--- src/design/rgbwa_pkg.sv ---
// ----------------------------------------------------------------------------
// rgbwa_pkg
// Shared constants and types of the moving-average color classifier.
// ----------------------------------------------------------------------------
package rgbwa_pkg;

  localparam int unsigned WINDOW_SAMPLES_DEF = 8;
  localparam int unsigned NUM_COLORS_DEF     = 6;

  localparam int unsigned CHAN_W   = 16;
  localparam int unsigned NUM_CHAN = 3;
  localparam int unsigned REF_W    = NUM_CHAN * CHAN_W;
  localparam int unsigned REF_REGS = 6;
  localparam int unsigned IDX_W    = 3;
  localparam int unsigned PADDR_W  = 6;
  localparam int unsigned PDATA_W  = 64;

  typedef enum logic [2:0] {
    CFG_REF_0,
    CFG_REF_1,
    CFG_REF_2,
    CFG_REF_3,
    CFG_REF_4,
    CFG_REF_5,
    CFG_TOL
  } cfg_reg_e;

  typedef struct packed {
    logic s1_load;
    logic s2_load;
  } pipe_ctrl_t;

endpackage

--- src/design/rgb_window_average_color_match.sv ---
// ----------------------------------------------------------------------------
// rgb_window_average_color_match
// Moving-average color classifier over a window of sensor samples.
// ----------------------------------------------------------------------------
// Usage:
// A request on the input channel carries one red, green and blue sample. It
// is taken when in_valid_i is high and in_stall_o is low. Each request gives
// one result: the three window averages after this sample, the index of the
// first reference color whose every channel lies strictly inside reference
// plus or minus tolerance, and a no-match flag.
// A request passes the reciprocal-multiply register, the running-sum update
// and the output register, which takes the parallel color compares and the
// priority merge, before out_valid_o rises. Throughput is one request per
// cycle unless out_stall_i backs up the pipeline, set by the running-sum
// update that each request makes on the one before it.
// Reset clears the sample window, the sums and all configuration registers.
// When out_stall_i holds a result, the stages behind it keep filling; only
// when all three are full does in_stall_o rise.
// Configuration goes through the APB port at byte address 8*i; the user must
// write it only while no request is in flight; the block does not enforce it.
// ----------------------------------------------------------------------------
module rgb_window_average_color_match
  import rgbwa_pkg::*;
#(
  parameter int unsigned WindowSamples = WINDOW_SAMPLES_DEF,
  parameter int unsigned NumColors     = NUM_COLORS_DEF
) (
  input  logic               clk_i,
  input  logic               rst_ni,
  input  logic               psel,
  input  logic               penable,
  input  logic               pwrite,
  input  logic [PADDR_W-1:0] paddr,
  input  logic [PDATA_W-1:0] pwdata,
  output logic [PDATA_W-1:0] prdata,
  output logic               pready,
  input  logic               in_valid_i,
  output logic               in_stall_o,
  input  logic [CHAN_W-1:0]  red_sample_i,
  input  logic [CHAN_W-1:0]  green_sample_i,
  input  logic [CHAN_W-1:0]  blue_sample_i,
  output logic               out_valid_o,
  input  logic               out_stall_i,
  output logic [CHAN_W-1:0]  red_average_o,
  output logic [CHAN_W-1:0]  green_average_o,
  output logic [CHAN_W-1:0]  blue_average_o,
  output logic [IDX_W-1:0]   color_index_o,
  output logic               no_match_o
);

  logic [REF_W-1:0]  ref_q [REF_REGS];
  logic [CHAN_W-1:0] tol_q;
  cfg_reg_e          cfg_idx;
  logic              cfg_wr;

  assign cfg_idx = cfg_reg_e'(paddr[PADDR_W-1:PADDR_W-IDX_W]);
  assign cfg_wr  = psel && penable && pwrite;
  assign pready  = 1'b1;

  always_ff @(posedge clk_i or negedge rst_ni) begin
    if (!rst_ni) begin
      tol_q <= '0;
      for (int k = 0; k < REF_REGS; k++) begin
        ref_q[k] <= '0;
      end
    end else if (cfg_wr) begin
      if (cfg_idx == CFG_TOL) begin
        tol_q <= pwdata[CHAN_W-1:0];
      end
      for (int k = 0; k < REF_REGS; k++) begin
        if (cfg_idx == cfg_reg_e'(k)) begin
          ref_q[k] <= pwdata[REF_W-1:0];
        end
      end
    end
  end

  always_comb begin
    unique case (cfg_idx)
      CFG_REF_0: prdata = PDATA_W'(ref_q[0]);
      CFG_REF_1: prdata = PDATA_W'(ref_q[1]);
      CFG_REF_2: prdata = PDATA_W'(ref_q[2]);
      CFG_REF_3: prdata = PDATA_W'(ref_q[3]);
      CFG_REF_4: prdata = PDATA_W'(ref_q[4]);
      CFG_REF_5: prdata = PDATA_W'(ref_q[5]);
      CFG_TOL:   prdata = PDATA_W'(tol_q);
      default:   prdata = '0;
    endcase
  end

  logic       v1_q, v2_q, out_valid_q;
  logic       out_ready, s2_ready, s1_ready, out_load;
  pipe_ctrl_t ctrl;

  assign out_ready    = !out_valid_q || !out_stall_i;
  assign s2_ready     = !v2_q || out_ready;
  assign s1_ready     = !v1_q || s2_ready;
  assign ctrl.s1_load = in_valid_i && s1_ready;
  assign ctrl.s2_load = v1_q && s2_ready;
  assign out_load     = v2_q && out_ready;
  assign in_stall_o   = !s1_ready;

  always_ff @(posedge clk_i or negedge rst_ni) begin
    if (!rst_ni) begin
      v1_q        <= 1'b0;
      v2_q        <= 1'b0;
      out_valid_q <= 1'b0;
    end else begin
      v1_q        <= ctrl.s1_load || (v1_q && !s2_ready);
      v2_q        <= ctrl.s2_load || (v2_q && !out_ready);
      out_valid_q <= out_load || (out_valid_q && out_stall_i);
    end
  end

  logic [NUM_CHAN-1:0][CHAN_W-1:0] sample;
  logic [NUM_CHAN-1:0][CHAN_W-1:0] sum;

  assign sample = {red_sample_i, green_sample_i, blue_sample_i};

  for (genvar c = 0; c < NUM_CHAN; c++) begin : g_chan
    rgbwa_chan_avg #(
      .WindowSamples(WindowSamples)
    ) u_chan_avg (
      .clk_i   (clk_i),
      .rst_ni  (rst_ni),
      .ctrl_i  (ctrl),
      .sample_i(sample[c]),
      .sum_o   (sum[c])
    );
  end

  logic [NumColors-1:0] match;

  for (genvar k = 0; k < NumColors; k++) begin : g_lane
    rgbwa_color_lane u_color_lane (
      .avg_i  (sum),
      .ref_i  (ref_q[k]),
      .tol_i  (tol_q),
      .match_o(match[k])
    );
  end

  logic [IDX_W-1:0] idx_d;
  logic             miss_d;

  rgbwa_merge #(
    .NumColors(NumColors)
  ) u_merge (
    .match_i      (match),
    .color_index_o(idx_d),
    .no_match_o   (miss_d)
  );

  logic [NUM_CHAN-1:0][CHAN_W-1:0] avg_q;
  logic [IDX_W-1:0]                idx_q;
  logic                            miss_q;

  always_ff @(posedge clk_i) begin
    if (out_load) begin
      avg_q  <= sum;
      idx_q  <= idx_d;
      miss_q <= miss_d;
    end
  end

  assign out_valid_o     = out_valid_q;
  assign red_average_o   = avg_q[2];
  assign green_average_o = avg_q[1];
  assign blue_average_o  = avg_q[0];
  assign color_index_o   = idx_q;
  assign no_match_o      = miss_q;

endmodule

--- src/design/rgbwa_chan_avg.sv ---
// ----------------------------------------------------------------------------
// rgbwa_chan_avg
// One channel: divides each sample by the window length, keeps the last
// window of quotients in a shift line and maintains their running sum.
// ----------------------------------------------------------------------------
module rgbwa_chan_avg
  import rgbwa_pkg::*;
#(
  parameter int unsigned WindowSamples = WINDOW_SAMPLES_DEF
) (
  input  logic              clk_i,
  input  logic              rst_ni,
  input  pipe_ctrl_t        ctrl_i,
  input  logic [CHAN_W-1:0] sample_i,
  output logic [CHAN_W-1:0] sum_o
);

  localparam int unsigned DivShift = CHAN_W + $clog2(WindowSamples);
  localparam logic [CHAN_W:0] DivMult = (CHAN_W + 1)'(
      ((64'd1 << DivShift) + 64'(WindowSamples) - 64'd1) / 64'(WindowSamples));
  localparam int unsigned QuotMax = ((1 << CHAN_W) - 1) / WindowSamples;
  localparam int unsigned QuotW   = $clog2(QuotMax + 1);
  localparam int unsigned ProdW   = 2 * CHAN_W + 1;

  logic [ProdW-1:0]  prod;
  logic [QuotW-1:0]  quot_d, quot_q;
  logic [QuotW-1:0]  line_q [WindowSamples];
  logic [CHAN_W-1:0] sum_d, sum_q;

  assign prod   = ProdW'(sample_i) * ProdW'(DivMult);
  assign quot_d = QuotW'(prod >> DivShift);
  assign sum_d  = sum_q + CHAN_W'(quot_q) - CHAN_W'(line_q[WindowSamples-1]);
  assign sum_o  = sum_q;

  always_ff @(posedge clk_i) begin
    if (ctrl_i.s1_load) begin
      quot_q <= quot_d;
    end
  end

  always_ff @(posedge clk_i or negedge rst_ni) begin
    if (!rst_ni) begin
      sum_q <= '0;
      for (int i = 0; i < WindowSamples; i++) begin
        line_q[i] <= '0;
      end
    end else if (ctrl_i.s2_load) begin
      sum_q     <= sum_d;
      line_q[0] <= quot_q;
      for (int i = 1; i < WindowSamples; i++) begin
        line_q[i] <= line_q[i-1];
      end
    end
  end

endmodule

--- src/design/rgbwa_color_lane.sv ---
// ----------------------------------------------------------------------------
// rgbwa_color_lane
// Tests the three averages against one reference color and its strict
// tolerance window.
// ----------------------------------------------------------------------------
module rgbwa_color_lane
  import rgbwa_pkg::*;
(
  input  logic [NUM_CHAN-1:0][CHAN_W-1:0] avg_i,
  input  logic [NUM_CHAN-1:0][CHAN_W-1:0] ref_i,
  input  logic [CHAN_W-1:0]               tol_i,
  output logic                            match_o
);

  logic [NUM_CHAN-1:0] in_band;

  // The window test ref - tol < avg < ref + tol is rewritten without
  // subtraction so that all terms stay unsigned.
  always_comb begin
    for (int c = 0; c < NUM_CHAN; c++) begin
      in_band[c] = ((CHAN_W + 1)'(ref_i[c]) < (CHAN_W + 1)'(avg_i[c]) + (CHAN_W + 1)'(tol_i))
                && ((CHAN_W + 1)'(avg_i[c]) < (CHAN_W + 1)'(ref_i[c]) + (CHAN_W + 1)'(tol_i));
    end
  end

  assign match_o = &in_band;

endmodule

--- src/design/rgbwa_merge.sv ---
// ----------------------------------------------------------------------------
// rgbwa_merge
// Picks the lowest-numbered matching color lane.
// ----------------------------------------------------------------------------
module rgbwa_merge
  import rgbwa_pkg::*;
#(
  parameter int unsigned NumColors = NUM_COLORS_DEF
) (
  input  logic [NumColors-1:0] match_i,
  output logic [IDX_W-1:0]     color_index_o,
  output logic                 no_match_o
);

  always_comb begin
    color_index_o = '0;
    for (int k = NumColors - 1; k >= 0; k--) begin
      if (match_i[k]) begin
        color_index_o = IDX_W'(k);
      end
    end
  end

  assign no_match_o = ~|match_i;

endmodule

--- config.mk ---
export PLATFORM = sky130hd
export DESIGN_NAME = rgb_window_average_color_match
export DESIGN_NICKNAME = d
export VERILOG_FILES = /design/src/design/rgbwa_pkg.sv /design/src/design/rgb_window_average_color_match.sv /design/src/design/rgbwa_chan_avg.sv /design/src/design/rgbwa_color_lane.sv /design/src/design/rgbwa_merge.sv
export SDC_FILE = /design/constraint.sdc
export NUM_CORES = 2
export LEC_CHECK = 0
export BUFFER_PORTS_ARGS = -buffer_cell sky130_fd_sc_hd__clkbuf_2
export CORE_MARGIN = 5
export CORE_UTILIZATION = 60
export CTS_CLUSTER_DIAMETER = 80
export DETAILED_ROUTE_END_ITERATION = 12
export PLACE_DENSITY = 0.84
export SLEW_MARGIN = 20
export SYNTH_ARGS = -nofsm -noshare
export SYNTH_HDL_FRONTEND = slang
export SYNTH_SLANG_ARGS = --single-unit
--- constraint.sdc ---
create_clock -name clk_i -period 14.25 [get_ports clk_i]
set_clock_uncertainty 0.15 [all_clocks]
set_input_delay 2.1375 -clock clk_i [delete_from_list [all_inputs] [get_ports clk_i]]
set_output_delay 2.1375 -clock clk_i [all_outputs]
set_load 0.005 [all_outputs]
==> results.md <==
* RD Place Congestion at 0.961
* Crit path DAT at 4.89 ns
* Final WS setup at 7.07 ns
* CP max FO at 32
* Yosys warnings at 0
* Clock Path Buffers at 3
* Final setup fails at 0
* Share of cells above drive strength 1 at 12.3%
* Sequential cell area fraction in the yosys report at 33.6%
* 1st-pass router iterations at 6
* Area occupied by multi-input gates at 36500 um2
* Nets at 7436
* Total power at 13.9 mW
* Clock Latency Late Sink at 0.68 ns
* Setup TNS at 0 ns
* Initial Utilization at 60.6%
* Vias in the first global route at 48300
* Congestion Overflow GR at 0
* Kind of critical path: input port to output port
* Most instantiated cells after synthesis: nand2_1, ha_1, dfrtp_1, a21oi_1, inv_1
* Setup repair bufs after CTS at 0
* Synth Register Bits at 758
* VDD IR-drop max at 140 uV
* Rel. slew slack at 27.6%
* # rows at 113
* Mapped Area at 57700 um2
* DIE WIDTH at 320 um
* Worst-margin pin slew at 1.08 ns
* Achievable frequency at 139 MHz
* Top-area cell type share of the netlist area at 28.9%
* Initial antenna violation count at 11
* Slew Viols, Final at 0
* Die height at 320 um
* Total number of vias at 49200
* Crit. End Element: output port
* P&R area growth vs syn at 9.93%
* Cells after Synth at 6134
* Routed wire per std cell at 22.6 um
* First-pass GRT wire length at 270 mm
* Clock slew at reported path FFs at 0.06 ns
* Reg area at 19400 um2
* Min Hold Slack at 0.301 ns
* Post-synth EDFFs at 91
* Max_cap viols at 0
* RSZ-0062 raised after global routing: false
* CTS resizes at 0
* DP HPWL at 126 mm
* Fin crit period at 7.18 ns
* Fill cells at 7261
* Fin crit share at 50.4%
* GRT Total Usage at 33.0%
* I/O Buffers at 198
* Startpoint types: input port
* TritonCTS clock tree: yes
* Cts hold-fix bufs at 0
* CTS Root Buffer Type: clkbuf_16
* Htree depth at 3
* Most common cell in the netlist: nand2_1
* Drt drc at 0
* Worst Path Required at 11.96 ns
* Final Non-Filler Cells at 7698
* Largest net degree at the start of global routing at 177
* Status: complete, no violations
* Avg Synthesized Cell Area at 9.41 um2
* Antenna Nets Post-Route at 0
* 1st-iter DRT viols at 4897
* CTS Sinks at 758
* DP Worst Slack at 7.29 ns
* Leakage Power at 32.1 nW
* Fin. Hold Viols at 0
* Yosys cell types at 82
* Post-Route WL at 174 mm
* Placed insts at 7527
* Post-synth top area cell: dfrtp_1
* Fraction of registers with async set/reset at 88.0%
* Core Box Area at 95300 um2
* Pwr dens at 219 nW/um2
* Avg Vias per Cell at 6.39
* Top_reg_cell synth: dfrtp_1
* Die ar. at 103000 um2
* Hold Path Class: flop to flop
* Largest cells by area after synthesis: dfrtp_1, ha_1, nand2_1
* Num ports at 244
* TritonCTS Buffers at 86
## final timing paths
check                                             endpoint  cells after the start  slack (ns)                             from
hold reg to reg            g_chan[1].u_chan_avg.line_q[39]                      2        0.30  g_chan[1].u_chan_avg.line_q[52]
min in group asynchronous  g_chan[2].u_chan_avg.line_q[82]                      1        1.39                           rst_ni
max in group asynchronous                       ref_q[222]                      3       10.10                           rst_ni
setup / recovery                                prdata[42]                      7        7.07                         paddr[4]
setup reg to reg                                no_match_o                     19        7.20                         tol_q[1]
hold / removal             g_chan[1].u_chan_avg.line_q[39]                      2        0.30  g_chan[1].u_chan_avg.line_q[52]
## layer usage
metal  track usage [%]  share of wire [%]
met5                 0              0.023
met4              15.9                5.5
met3              7.08                 10
met2              50.9                 44
met1              44.7                 40
## per-stage QoR
stage,instance area [um2],utilization [%]
final,63500,66.6
after global routing,63400,66.6
after CTS,63400,66.5
after detailed placement,60400,63.4
after global placement,60400,63.4
after floorplan,57800,-
## where the power goes
part	total (mW)	internal [mW]	switching, mW
clock	2.33	1.35	0.980
combinational	8.10	3.36	4.74
sequential	3.44	2.79	0.651
## sequential cells by signal, indices dropped and copies added (netlist names)
name / count
ref_q: 288
red_average_o: 16
g_chan.u_chan_avg.line_q: 312
color_index_o: 3
v2_q: 1
g_chan.u_chan_avg.quot_q: 39
out_valid_o: 1
blue_average_o: 16
tol_q: 16
g_chan.u_chan_avg.sum_o: 48
green_average_o: 16
v1_q: 1
no_match_o: 1
## layout make-up
class | count | share of cell area (%)
Antenna cell | 10 | 0.0394
Clock buffer | 120 | 3.93
Clock inverter | 40 | 0.812
Inverter | 330 | 1.95
Multi-Input combinational cell | 4897 | 57.6
Sequential cell | 758 | 30.6
Tap cell | 1265 | 2.49
Timing Repair Buffer | 278 | 2.60
## logic make-up (layout without fill, tap and decap cells)
kind of cell,count (synthesis),after routing,share of synthesized area [%]
simple gates,1834,1834,14.0
compound gates,1474,1474,16.7
fa+ha+maj,968,968,21.7
flops,758,758,33.6
buf+inv,494,768,3.32
mux,317,317,6.19
xor+xnor,287,287,4.35
other cells,2,27,0.0130
## worst max-delay path, stage by stage
cell      delay [ns]
clkbuf_2        0.40
nor2_1          0.70
and2_1          0.34
buf_4           0.54
a22oi_1         0.18
nand3_1         0.34
clkbuf_2        0.20
## cells in the final DEF, fill, tap and decap left out, types with 41 or more instances in the layout
cell,instances
buf_4,76
fa_1,60
nand3_1,144
a31oi_1,41
a22oi_1,114
and3_1,45
a21oi_1,360
ha_1,900
nor2b_1,50
xnor2_1,160
nor3_1,57
clkbuf_16,89
clkbuf_2,197
a211oi_1,56
inv_1,330
o21bai_1,60
edfxtp_1,91
nand2b_1,71
xor2_1,127
o21a_1,54
dfrtp_1,665
mux2_2,301
o211ai_1,54
nor2_1,207
o21ai_0,313
a21o_1,181
nand2_1,1088
Power figures use the tool's default switching activity.
